$ cat src/sv/lbg_pkg.sv
// Package for the Legendre basis generator: field widths, register indexes
// and saturation helpers. No dependencies.
`default_nettype none

package lbg_pkg;

    localparam int S_W       = 18;
    localparam int G_W       = 24;
    localparam int D_W       = 32;
    localparam int IDX_W     = 4;
    localparam int CNT_W     = 5;
    localparam int DIM_W     = 2;
    localparam int CFG_IDX_W = 1;
    localparam int NUM_COMP  = 3;

    localparam int T_W      = 20;
    localparam int U_W      = 48;
    localparam int OP1_W    = 33;
    localparam int ACC_W    = 64;
    localparam int HI_SHIFT = 24;

    localparam logic [CFG_IDX_W-1:0] CFG_ORDER_COUNT = 1'b0;
    localparam logic [CFG_IDX_W-1:0] CFG_DIMENSIONS  = 1'b1;

    localparam logic [DIM_W-1:0] DIM_TWO   = 2'd2;
    localparam logic [DIM_W-1:0] DIM_RESET = 2'd3;
    localparam logic [1:0]       LAST_COMP = 2'd2;

    localparam int VAL_MAX = 131071;
    localparam int VAL_MIN = -131072;

    localparam logic signed [ACC_W-1:0] VAL_MAX_A = 64'sd131071;
    localparam logic signed [ACC_W-1:0] VAL_MIN_A = -64'sd131072;
    localparam logic signed [ACC_W-1:0] DER_MAX_A = 64'sd2147483647;
    localparam logic signed [ACC_W-1:0] DER_MIN_A = -64'sd2147483648;

    function automatic logic signed [S_W-1:0] sat_val(input logic signed [ACC_W-1:0] v);
        logic signed [S_W-1:0] r;
        if (v > VAL_MAX_A)
            r = S_W'(VAL_MAX);
        else if (v < VAL_MIN_A)
            r = S_W'(VAL_MIN);
        else
            r = S_W'(v);
        return r;
    endfunction

    function automatic logic signed [D_W-1:0] sat_der(input logic signed [ACC_W-1:0] v);
        logic signed [D_W-1:0] r;
        if (v > DER_MAX_A)
            r = D_W'(DER_MAX_A);
        else if (v < DER_MIN_A)
            r = D_W'(DER_MIN_A);
        else
            r = D_W'(v);
        return r;
    endfunction

endpackage

`default_nettype wire

$ cat src/sv/legendre_basis_with_gradient.sv
// Legendre basis with gradient: Bonnet recurrence on one shared multiplier
// and accumulator under a step sequencer. Depends on lbg_pkg.
// Order 0 is emitted in the cycle after the request, order 1 in the cycle after that; every higher
// order runs 18 multiply-accumulate passes (multiply, then accumulate), 8 write-backs and 1 result.
// Busy from the request until the last result; stays idle for n = 0; no result stall.
// Reset returns to idle with order_count 0 and dimensions 3.
`default_nettype none

module legendre_basis_with_gradient #(
    parameter int MAX_ORDER = 16,
    parameter int FRAC_BITS = 16
) (
    input  logic                                clk,
    input  logic                                rst_n,
    input  logic                                cfg_valid,
    output logic                                cfg_ready,
    input  logic [lbg_pkg::CFG_IDX_W-1:0]       cfg_index,
    input  logic [lbg_pkg::CNT_W-1:0]           cfg_data,
    input  logic                                start,
    output logic                                busy,
    input  logic signed [lbg_pkg::S_W-1:0]      coord_s,
    input  logic signed [lbg_pkg::G_W-1:0]      grad_s_x,
    input  logic signed [lbg_pkg::G_W-1:0]      grad_s_y,
    input  logic signed [lbg_pkg::G_W-1:0]      grad_s_z,
    output logic                                result_valid,
    output logic [lbg_pkg::IDX_W-1:0]           order_index,
    output logic signed [lbg_pkg::S_W-1:0]      basis_value,
    output logic signed [lbg_pkg::D_W-1:0]      deriv_x,
    output logic signed [lbg_pkg::D_W-1:0]      deriv_y,
    output logic signed [lbg_pkg::D_W-1:0]      deriv_z,
    output logic                                last_of_run
);

    import lbg_pkg::*;

    localparam int LW     = $clog2(MAX_ORDER);
    localparam int NW     = $clog2(MAX_ORDER + 1);
    localparam int CW     = FRAC_BITS + 1;
    localparam int OP2_W  = (FRAC_BITS + 2 > S_W) ? FRAC_BITS + 2 : S_W;
    localparam int PROD_W = OP1_W + OP2_W;

    localparam logic signed [ACC_W-1:0] HALF = ACC_W'(longint'(1) << (FRAC_BITS - 1));
    localparam logic signed [S_W-1:0]   P_ONE =
        S_W'((FRAC_BITS >= S_W - 1) ? VAL_MAX : (1 << FRAC_BITS));

    typedef enum logic [2:0] {
        ST_IDLE,
        ST_MUL,
        ST_ACC,
        ST_WB,
        ST_EMIT
    } state_t;

    typedef enum logic [2:0] {
        SP_AS,
        SP_TP,
        SP_BP,
        SP_SD,
        SP_GP,
        SP_AL,
        SP_AH,
        SP_BD
    } step_t;

    logic [CNT_W-1:0] order_count_reg;
    logic [DIM_W-1:0] dimensions_reg;

    state_t state_reg;
    step_t  step_reg;
    step_t  step_succ;
    logic [1:0]    comp_reg;
    logic [LW-1:0] l_reg;
    logic [NW-1:0] n_reg;
    logic          last_reg;
    logic          two_d_reg;

    logic signed [S_W-1:0]    s_reg;
    logic signed [G_W-1:0]    g_reg [NUM_COMP];
    logic signed [T_W-1:0]    t_reg;
    logic signed [U_W-1:0]    u_reg;
    logic signed [S_W-1:0]    p1_reg;
    logic signed [S_W-1:0]    p2_reg;
    logic signed [D_W-1:0]    d1_reg [NUM_COMP];
    logic signed [D_W-1:0]    d2_reg [NUM_COMP];
    logic signed [PROD_W-1:0] prod_reg;
    logic signed [ACC_W-1:0]  acc_reg;
    logic signed [S_W-1:0]    basis_value_reg;
    logic signed [D_W-1:0]    deriv_reg [NUM_COMP];

    logic [CW-1:0] coef_a_tab [MAX_ORDER];
    logic [CW-1:0] coef_b_tab [MAX_ORDER];

    logic [CW-1:0]            a_coef;
    logic [CW-1:0]            b_coef;
    logic signed [OP1_W-1:0]  op1;
    logic signed [OP2_W-1:0]  op2;
    logic signed [PROD_W-1:0] prod_next;
    logic signed [ACC_W-1:0]  term;
    logic signed [ACC_W-1:0]  base;
    logic signed [ACC_W-1:0]  acc_next;
    logic signed [ACC_W-1:0]  rs;
    logic                     is_start;
    logic                     is_end;
    logic                     is_neg;
    logic                     two_d;
    logic [NW-1:0]            n_eff;

    // Recurrence coefficients (2l-1)/l and (l-1)/l, rounded to nearest
    for (genvar i = 0; i < MAX_ORDER; i++) begin : g_coef
        if (i < 2) begin : g_low
            assign coef_a_tab[i] = '0;
            assign coef_b_tab[i] = '0;
        end else begin : g_rec
            localparam longint CA = ((longint'(2 * i - 1) << FRAC_BITS) + i / 2) / i;
            localparam longint CB = ((longint'(i - 1) << FRAC_BITS) + i / 2) / i;
            assign coef_a_tab[i] = CW'(CA);
            assign coef_b_tab[i] = CW'(CB);
        end
    end

    assign two_d = (dimensions_reg == DIM_TWO);
    assign n_eff = (int'(order_count_reg) > MAX_ORDER) ? NW'(MAX_ORDER) : NW'(order_count_reg);

    always_comb
    begin
        a_coef    = coef_a_tab[l_reg];
        b_coef    = coef_b_tab[l_reg];
        op1       = '0;
        op2       = '0;
        is_start  = 1'b0;
        is_end    = 1'b0;
        is_neg    = 1'b0;
        step_succ = step_t'(step_reg + 3'd1);
        unique case (step_reg)
            SP_AS:
            begin
                op1      = OP1_W'(s_reg);
                op2      = OP2_W'({1'b0, a_coef});
                is_start = 1'b1;
                is_end   = 1'b1;
            end
            SP_TP:
            begin
                op1      = OP1_W'(t_reg);
                op2      = OP2_W'(p1_reg);
                is_start = 1'b1;
            end
            SP_BP:
            begin
                op1    = OP1_W'(p2_reg);
                op2    = OP2_W'({1'b0, b_coef});
                is_end = 1'b1;
                is_neg = 1'b1;
            end
            SP_SD:
            begin
                op1      = OP1_W'(d1_reg[comp_reg]);
                op2      = OP2_W'(s_reg);
                is_start = 1'b1;
            end
            SP_GP:
            begin
                op1    = OP1_W'(g_reg[comp_reg]);
                op2    = OP2_W'(p1_reg);
                is_end = 1'b1;
            end
            SP_AL:
            begin
                op1      = OP1_W'({1'b0, u_reg[HI_SHIFT-1:0]});
                op2      = OP2_W'({1'b0, a_coef});
                is_start = 1'b1;
            end
            SP_AH:
            begin
                op1 = OP1_W'($signed(u_reg[U_W-1:HI_SHIFT]));
                op2 = OP2_W'({1'b0, a_coef});
            end
            SP_BD:
            begin
                op1       = OP1_W'(d2_reg[comp_reg]);
                op2       = OP2_W'({1'b0, b_coef});
                is_end    = 1'b1;
                is_neg    = 1'b1;
                step_succ = SP_SD;
            end
        endcase

        prod_next = op1 * op2;
        term      = ACC_W'(prod_reg);
        if (step_reg == SP_AH)
            term = term <<< HI_SHIFT;
        base      = is_start ? HALF : acc_reg;
        acc_next  = is_neg ? base - term : base + term;
        rs        = acc_reg >>> FRAC_BITS;
    end

    always_ff @(posedge clk or negedge rst_n)
    begin
        if (!rst_n)
        begin
            order_count_reg <= '0;
            dimensions_reg  <= DIM_RESET;
        end
        else if (cfg_valid && cfg_ready)
        begin
            unique case (cfg_index)
                CFG_ORDER_COUNT: order_count_reg <= cfg_data;
                CFG_DIMENSIONS:  dimensions_reg  <= cfg_data[DIM_W-1:0];
            endcase
        end
    end

    always_ff @(posedge clk or negedge rst_n)
    begin
        if (!rst_n)
        begin
            state_reg       <= ST_IDLE;
            step_reg        <= SP_AS;
            comp_reg        <= '0;
            l_reg           <= '0;
            n_reg           <= '0;
            last_reg        <= 1'b0;
            two_d_reg       <= 1'b0;
            s_reg           <= '0;
            t_reg           <= '0;
            u_reg           <= '0;
            p1_reg          <= '0;
            p2_reg          <= '0;
            prod_reg        <= '0;
            acc_reg         <= '0;
            basis_value_reg <= '0;
            for (int k = 0; k < NUM_COMP; k++)
            begin
                g_reg[k]     <= '0;
                d1_reg[k]    <= '0;
                d2_reg[k]    <= '0;
                deriv_reg[k] <= '0;
            end
        end
        else
        begin
            unique case (state_reg)
                ST_IDLE:
                begin
                    if (start && n_eff != '0)
                    begin
                        s_reg           <= coord_s;
                        g_reg[0]        <= grad_s_x;
                        g_reg[1]        <= grad_s_y;
                        g_reg[2]        <= two_d ? '0 : grad_s_z;
                        two_d_reg       <= two_d;
                        n_reg           <= n_eff;
                        l_reg           <= '0;
                        basis_value_reg <= P_ONE;
                        for (int k = 0; k < NUM_COMP; k++)
                            deriv_reg[k] <= '0;
                        last_reg        <= (n_eff == NW'(1));
                        state_reg       <= ST_EMIT;
                    end
                end
                ST_EMIT:
                begin
                    // advance the recurrence history
                    p2_reg <= p1_reg;
                    p1_reg <= basis_value_reg;
                    for (int k = 0; k < NUM_COMP; k++)
                    begin
                        d2_reg[k] <= d1_reg[k];
                        d1_reg[k] <= deriv_reg[k];
                    end
                    if (last_reg)
                        state_reg <= ST_IDLE;
                    else
                    begin
                        l_reg <= l_reg + LW'(1);
                        if (l_reg == '0)
                        begin
                            basis_value_reg <= s_reg;
                            for (int k = 0; k < NUM_COMP; k++)
                                deriv_reg[k] <= D_W'(g_reg[k]);
                            last_reg <= (n_reg == NW'(2));
                        end
                        else
                        begin
                            step_reg  <= SP_AS;
                            comp_reg  <= '0;
                            state_reg <= ST_MUL;
                        end
                    end
                end
                ST_MUL:
                begin
                    prod_reg  <= prod_next;
                    state_reg <= ST_ACC;
                end
                ST_ACC:
                begin
                    acc_reg <= acc_next;
                    if (is_end)
                        state_reg <= ST_WB;
                    else
                    begin
                        step_reg  <= step_succ;
                        state_reg <= ST_MUL;
                    end
                end
                ST_WB:
                begin
                    step_reg <= step_succ;
                    unique case (step_reg)
                        SP_AS:
                        begin
                            t_reg     <= T_W'(rs);
                            state_reg <= ST_MUL;
                        end
                        SP_BP:
                        begin
                            basis_value_reg <= sat_val(rs);
                            state_reg       <= ST_MUL;
                        end
                        SP_GP:
                        begin
                            u_reg     <= U_W'(rs);
                            state_reg <= ST_MUL;
                        end
                        SP_BD:
                        begin
                            deriv_reg[comp_reg] <= sat_der(rs);
                            if (comp_reg == LAST_COMP)
                            begin
                                last_reg  <= ((NW'(l_reg) + NW'(1)) == n_reg);
                                state_reg <= ST_EMIT;
                            end
                            else
                            begin
                                comp_reg  <= comp_reg + 2'd1;
                                state_reg <= ST_MUL;
                            end
                        end
                        default: state_reg <= ST_IDLE;
                    endcase
                end
                default: state_reg <= ST_IDLE;
            endcase
        end
    end

    assign cfg_ready    = 1'b1;
    assign busy         = (state_reg != ST_IDLE);
    assign result_valid = (state_reg == ST_EMIT);
    assign order_index  = IDX_W'(l_reg);
    assign basis_value  = basis_value_reg;
    assign deriv_x      = deriv_reg[0];
    assign deriv_y      = deriv_reg[1];
    assign deriv_z      = deriv_reg[2];
    assign last_of_run  = last_reg;

    a_first_result: assert property (@(posedge clk) disable iff (!rst_n)
        start && !busy && order_count_reg != '0 |=> result_valid && order_index == '0)
        else $error("request with nonzero count did not produce order 0 next cycle");

    a_run_ends: assert property (@(posedge clk) disable iff (!rst_n)
        result_valid && last_of_run |=> !result_valid && !busy)
        else $error("result after the last of a run");

    a_no_drop: assert property (@(posedge clk) disable iff (!rst_n)
        busy && !result_valid |=> busy)
        else $error("run dropped before its last result");

    a_two_d_z: assert property (@(posedge clk) disable iff (!rst_n)
        result_valid && two_d_reg |-> deriv_z == '0)
        else $error("nonzero z gradient in two-dimension mode");

endmodule

`default_nettype wire

$ cat config.mk
export PLATFORM = sky130hd
export DESIGN_NAME = legendre_basis_with_gradient
export DESIGN_NICKNAME = d
export VERILOG_FILES = /design/src/sv/lbg_pkg.sv /design/src/sv/legendre_basis_with_gradient.sv
export SDC_FILE = /design/constraint.sdc
export NUM_CORES = 2
export LEC_CHECK = 0
export BUFFER_PORTS_ARGS = -buffer_cell sky130_fd_sc_hd__buf_2
export CORE_MARGIN = 5
export CORE_UTILIZATION = 50
export DETAILED_ROUTE_END_ITERATION = 6
export PLACE_DENSITY = 0.68
export SLEW_MARGIN = 20
export SYNTH_ARGS = -nofsm -noshare
export SYNTH_HDL_FRONTEND = slang
export SYNTH_SLANG_ARGS = --single-unit
$ cat constraint.sdc
create_clock -name clk -period 22.1 [get_ports clk]
set_input_delay 1.105 -clock clk [delete_from_list [all_inputs] [get_ports clk]]
set_output_delay 1.105 -clock clk [all_outputs]
set_load 0.1 [all_outputs]
# After elaboration in Yosys (flattened, before gate mapping)
# Memories as Yosys holds them, arrays and structs flattened.
# Cells that the tools add are included.
# word_totals
ff_bits,640
latchBits,0
ram_bits,0
romBits,544
wordCells,171
n_memories,2
# mem_list
name,words,width,read_ports,rd_ports_with_merged_regs,wr,line_no,rtl
(no name shown),16,17,1,0,0,legendre_basis_with_gradient.sv:127,b_coef = coef_b_tab[l_reg];
(no name shown),16,17,1,0,0,legendre_basis_with_gradient.sv:126,a_coef = coef_a_tab[l_reg];
# classes
add_sub_neg,6
mul,1
div,0
order_cmp,8
n_eq_ne,26
shift,0
muxes,68
n_bitwise,3
n_reduce_logical,29
# op_table
op,n
96-bit two-way mux,4
32-bit two-way mux,9
96-bit one-hot mux with 3 select lines,1
33-bit one-hot mux with 8 select lines,1
64-bit two-way mux,3
32-bit binary-select mux with 2-bit select,2
18-bit two-way mux,6
96-bit bitwise mux,1
24-bit two-way mux,3
18-bit one-hot mux with 4 select lines,1
17-bit two-way mux,4
64-bit adder,1
32-bit demux with 2-bit select,1
64-bit subtractor,1
18-bit one-hot mux with 3 select lines,1
33-bit by 18-bit multiplier with 51-bit output,1
24-bit binary-select mux with 2-bit select,1
48-bit by 18-bit greater-than comparator with 1-bit output (second input constant),1
48-bit by 32-bit greater-than comparator with 1-bit output (second input constant),1
48-bit by 18-bit < comparator with 1-bit output (second input constant),1
48-bit by 32-bit < comparator with 1-bit output (second input constant),1
3-bit two-way mux,8
3-bit == test (second input constant),5
3-bit one-hot mux with 5 select lines,1
other kinds (42),82

# Longest topological paths before layout
# logic_depth
depth_word,8
ltp_mapped,37
ltp_nobuf,33

# Worst setup path after synthesis
# Ideal clock, no wire load.
# synth_path
path_kind,reg-to-reg
startpoint,register step_reg[0]
endpoint,register prod_reg[49]
setup_time_ns,0.133
arrival_time_ns,8.449
required_ns,21.967
setup_slack_ns,13.518
path_stages_with_launch,34
path_buffers,4
synth_period_minus_slack_ns,8.582
path_cell_list,dfrtp_1 inv_1 ha_1 clkbuf_1 nor2b_1 or2_0 buf_4 nor3_2 clkbuf_1 nor2_1 a221oi_1 clkbuf_1 nor2_1 fa_1 inv_1 fa_1 inv_1 fa_1 inv_1 fa_1 fa_1 fa_1 inv_1 ha_1 and3_1 a221oi_1 nand2_1 a21o_1 a21oi_1 a211oi_1 a211o_1 o41ai_1 xor2_1 o21ai_0
# synth_via
elab_chain_len,4
word_cells_on_any_way,14
classes_between,mul (1); eq/ne (7); mux (2); reduce/logical (4)
# synth_rtl
element,line_no,rtl
from (decl),legendre_basis_with_gradient.sv:69,step_t step_reg;
from (signal assigned),legendre_basis_with_gradient.sv:303,step_reg <= step_succ;
from (signal assigned),legendre_basis_with_gradient.sv:309,step_reg <= step_succ;
"3-bit == test, or another cell as far along",legendre_basis_with_gradient.sv:134,unique case (step_reg)
3-bit OR reduction (no line) / 2-bit OR reduction (equally long branches),-,
18-bit one-hot mux with 4 select lines,legendre_basis_with_gradient.sv:134,
33-bit by 18-bit multiplier with 51-bit output *,legendre_basis_with_gradient.sv:188,prod_next = op1 * op2;
to (signal assigned),legendre_basis_with_gradient.sv:293,prod_reg <= prod_next;
to (decl),legendre_basis_with_gradient.sv:85,logic signed [PROD_W-1:0] prod_reg;
# Mark *: on every way between the ends. The rest lies on a longest branch, timed or not.
# A chain may end at the register's enable or synchronous reset.

# Worst setup path after layout
# layout_path
startpoint,register step_reg[2]
endpoint,register prod_reg[46]
# Same word-level chain as after synthesis.

==> run_results.csv <==
group,metric,value,unit
clock_network,cts-root-buf,"clkbuf_16",
min_path,min_path_type,"flop to flop",
place,io_buffers,220,
die,fp.dieH,344,um
worst_setup_path,worstPathArrival,10820,ps
worst_setup_path,slowest_delay,1010,ps
place,dp_hpwl,146,mm
synth,synthDistinctLibCells,87,
finish,layout_commonest_cell,"nand2_1",
clock_network,cts.htree.levels,3,
die,row_count,122,
timing,rsz0062_at_grt,"false",
finish,synthToLayoutAreaGrowth,8.88,%
die,die_area,118000,um2
route,antenna_left,0,
timing,tightestPinTransition,1270,ps
die,core,111000,um2
die,die_w,344,um
synth,synth_seq_cells,640,
run_status,status,"finished clean",
timing,finalCritPeriodShare,46.9,%
global_routing,grt_pass1_vias,47300,
synth,syn_area_per_cell,8.65,um2
route,wl,195,mm
worst_setup_path,cp_num_buf_inv,6,
synth,synth_area_leader_cell,"dfrtp_1",
timing,setup_tns,0,ps
timing,hold_violations,0,
synth,yosys-top-cells-area,"dfrtp_1 29%, fa_1 20%, nand2_1 9.3%",
clock_network,cts_setup_buffers,0,
place,place_congestion,1.02,
global_routing,grt_pass1_wl,296,mm
route,first_iter_violations,5630,
clock_network,cts.sinks,640,
worst_setup_path,worstPathRequired,22570,ps
route,vias,47900,
clock_network,cts_buffers,71,
route,remaining_drc_errors,0,
worst_setup_path,regToRegSetupSlack,11740,ps
clock_network,clkTransAtPathRegs,60,ps
synth,ys.flop_type,"dfrtp_1",
place,dpl_cell_area,58100,um2
synth,synth_warnings,0,
finish,fillCellCount,10200,
route,viasPerCell,6.00,
synth,synth_seq_area_share,28.8,%
global_routing,grt-ovfl-total,0,
finish,nets,7303,
worst_setup_path,crit_top_cell,"fa_1",
place,place_ws,11990,ps
synth,synth_edf_count,0,
global_routing,antenna_found_initial,7,
worst_setup_path,cpLargestDelayFamily,"adder cells",
timing,fin_crit,10360,ps
finish,seq_area,16000,um2
timing,fmax,96.5,MHz
route,dr.pass1.iters,7,
synth,syn_nets,7294,
timing,drv_slew,0,
worst_setup_path,worst_setup_path_end_kind,"flop",
worst_setup_path,crit_slowest_cell,"o22a_1",
clock_network,holdBufCountCts,0,
global_routing,grt_use_total,33.0,%
synth,yosysTopAreaCellShare,28.7,%
finish,multi_input_area,35700,um2
clock_network,clock_latency,650,ps
finish,layout_common_cells,"1,372 x nand2_1, 711 x inv_1, 636 x dfrtp_1, 560 x fa_1, 447 x nor2_1",
timing,finalSetupViolCount,0,
die,initial_core_util,50.3,%
route,wl_per_cell,24.5,um
worst_setup_path,crit_path_max_fanout,36,
global_routing,grt_max_degree,183,
worst_setup_path,worstSetupPathType,"flop to flop",
finish,design_area,60600,um2
clock_network,cts_buffer_depth,3,
timing,clock_skew,35.0,ps
clock_network,cts_resized,0,
clock_network,cts_tree,"yes",
die,ioPinCount,222,
flow_run,drv_cap,0,
synth,synth_area,55600,um2
synth,synthCells,6431,
finish,drive_gt1_share,10.2,%
timing,slew_headroom,14.7,%
timing,fin_ws,11740,ps
synth,ys_async_sr_fraction,100,%
worst_setup_path,crit_path_start_kind,"flop",
synth_stat cells, types with 16 or more instances:
cell type	count
buf_1	35
o21ai_0	343
o22a_1	37
dfrtp_1	638
mux2_2	148
and3_1	18
nor4_1	16
xor2_1	74
a22oi_1	121
or2_2	26
mux2i_1	121
o22ai_1	43
o31ai_1	21
o21bai_1	32
clkbuf_1	324
fa_1	560
xnor2_1	83
o21a_1	17
nor2b_1	60
a211oi_1	24
nand2_1	1376
nor2_1	450
ha_1	203
a21oi_1	308
a31oi_1	30
nand2b_1	69
and2_1	96
inv_1	712
nor3_1	49
a21o_1	57
nand3_1	36
o21ai_1	21
nand4_1	37
a221oi_1	33
metal layers:
layer	GRT usage [%]	wire [um]	vias to the layer above
met5	0	55	-
met4	15.7	11700	8
met3	9.18	23200	551
met2	48.1	82500	2650
met1	45.8	78000	23800
li1	-	-	20900
worst paths after layout:
path / from / end / depth (start not counted)
hold reg to reg: acc_reg[6] / acc_reg[6] / 2
setup / recovery: step_reg[2] / prod_reg[46] / 29
setup reg to reg: step_reg[2] / prod_reg[46] / 29
hold / removal: acc_reg[6] / acc_reg[6] / 2
min in group asynchronous: rst_n / g_reg[27] / 1
max in group asynchronous: rst_n / acc_reg[33] / 3
through the flow:
| stage | instances | hold WS [ps] | util (%) |
|---|---|---|---|
| 2_1_floorplan | 6431 | 430 | - |
| 3_3_place_gp | 7855 | 442 | 52.6 |
| 3_5_place_dp | 7855 | 449 | 52.6 |
| 4_1_cts | 7981 | 463 | 54.8 |
| 5_1_grt | 7981 | 483 | 54.8 |
| 6_report | 7982 | 456 | 54.8 |
cells by family (layout without fill, tap and decap cells):
| logic type | count (synthesis) | in the layout | synth area share [%] |
|---|---|---|---|
| AO/OA/AOI/OAI | 1212 | 1212 | 13.7 |
| AND/OR/NAND/NOR | 2295 | 2295 | 17.7 |
| other | 1 | 2 | 0.00674 |
| multiplexers | 269 | 269 | 5.17 |
| buffers and inverters | 1094 | 1156 | 7.47 |
| XOR/XNOR | 157 | 157 | 2.47 |
| flip-flops | 640 | 640 | 28.8 |
| adder cells (fa/ha/maj) | 763 | 763 | 24.7 |
worst register-to-register path: cells and delay by family (launching register included):
family	cells	cell delay, ps
adders and majority gates	8	4130
AOI/OAI and AO/OA	10	3380
buffers and inverters	6	1120
and+or+nand+nor	4	820
DFF	1	630
xor gates and xnor gates	1	140
area by class of cell:
| class | instances | area share [%] |
|---|---|---|
| sequential | 640 | 26.5 |
| multi-input combinational | 4697 | 58.9 |
| tap | 1488 | 3.07 |
| inverter | 714 | 4.44 |
| timing repair buffer | 316 | 3.07 |
| clock inverter | 30 | 0.734 |
| antenna | 1 | 0.00413 |
| clock buffer | 96 | 3.32 |
Power is left out: the tool's default activity adds up to more than one toggle a clock period on the data nets, which glitch-free logic cannot reach.
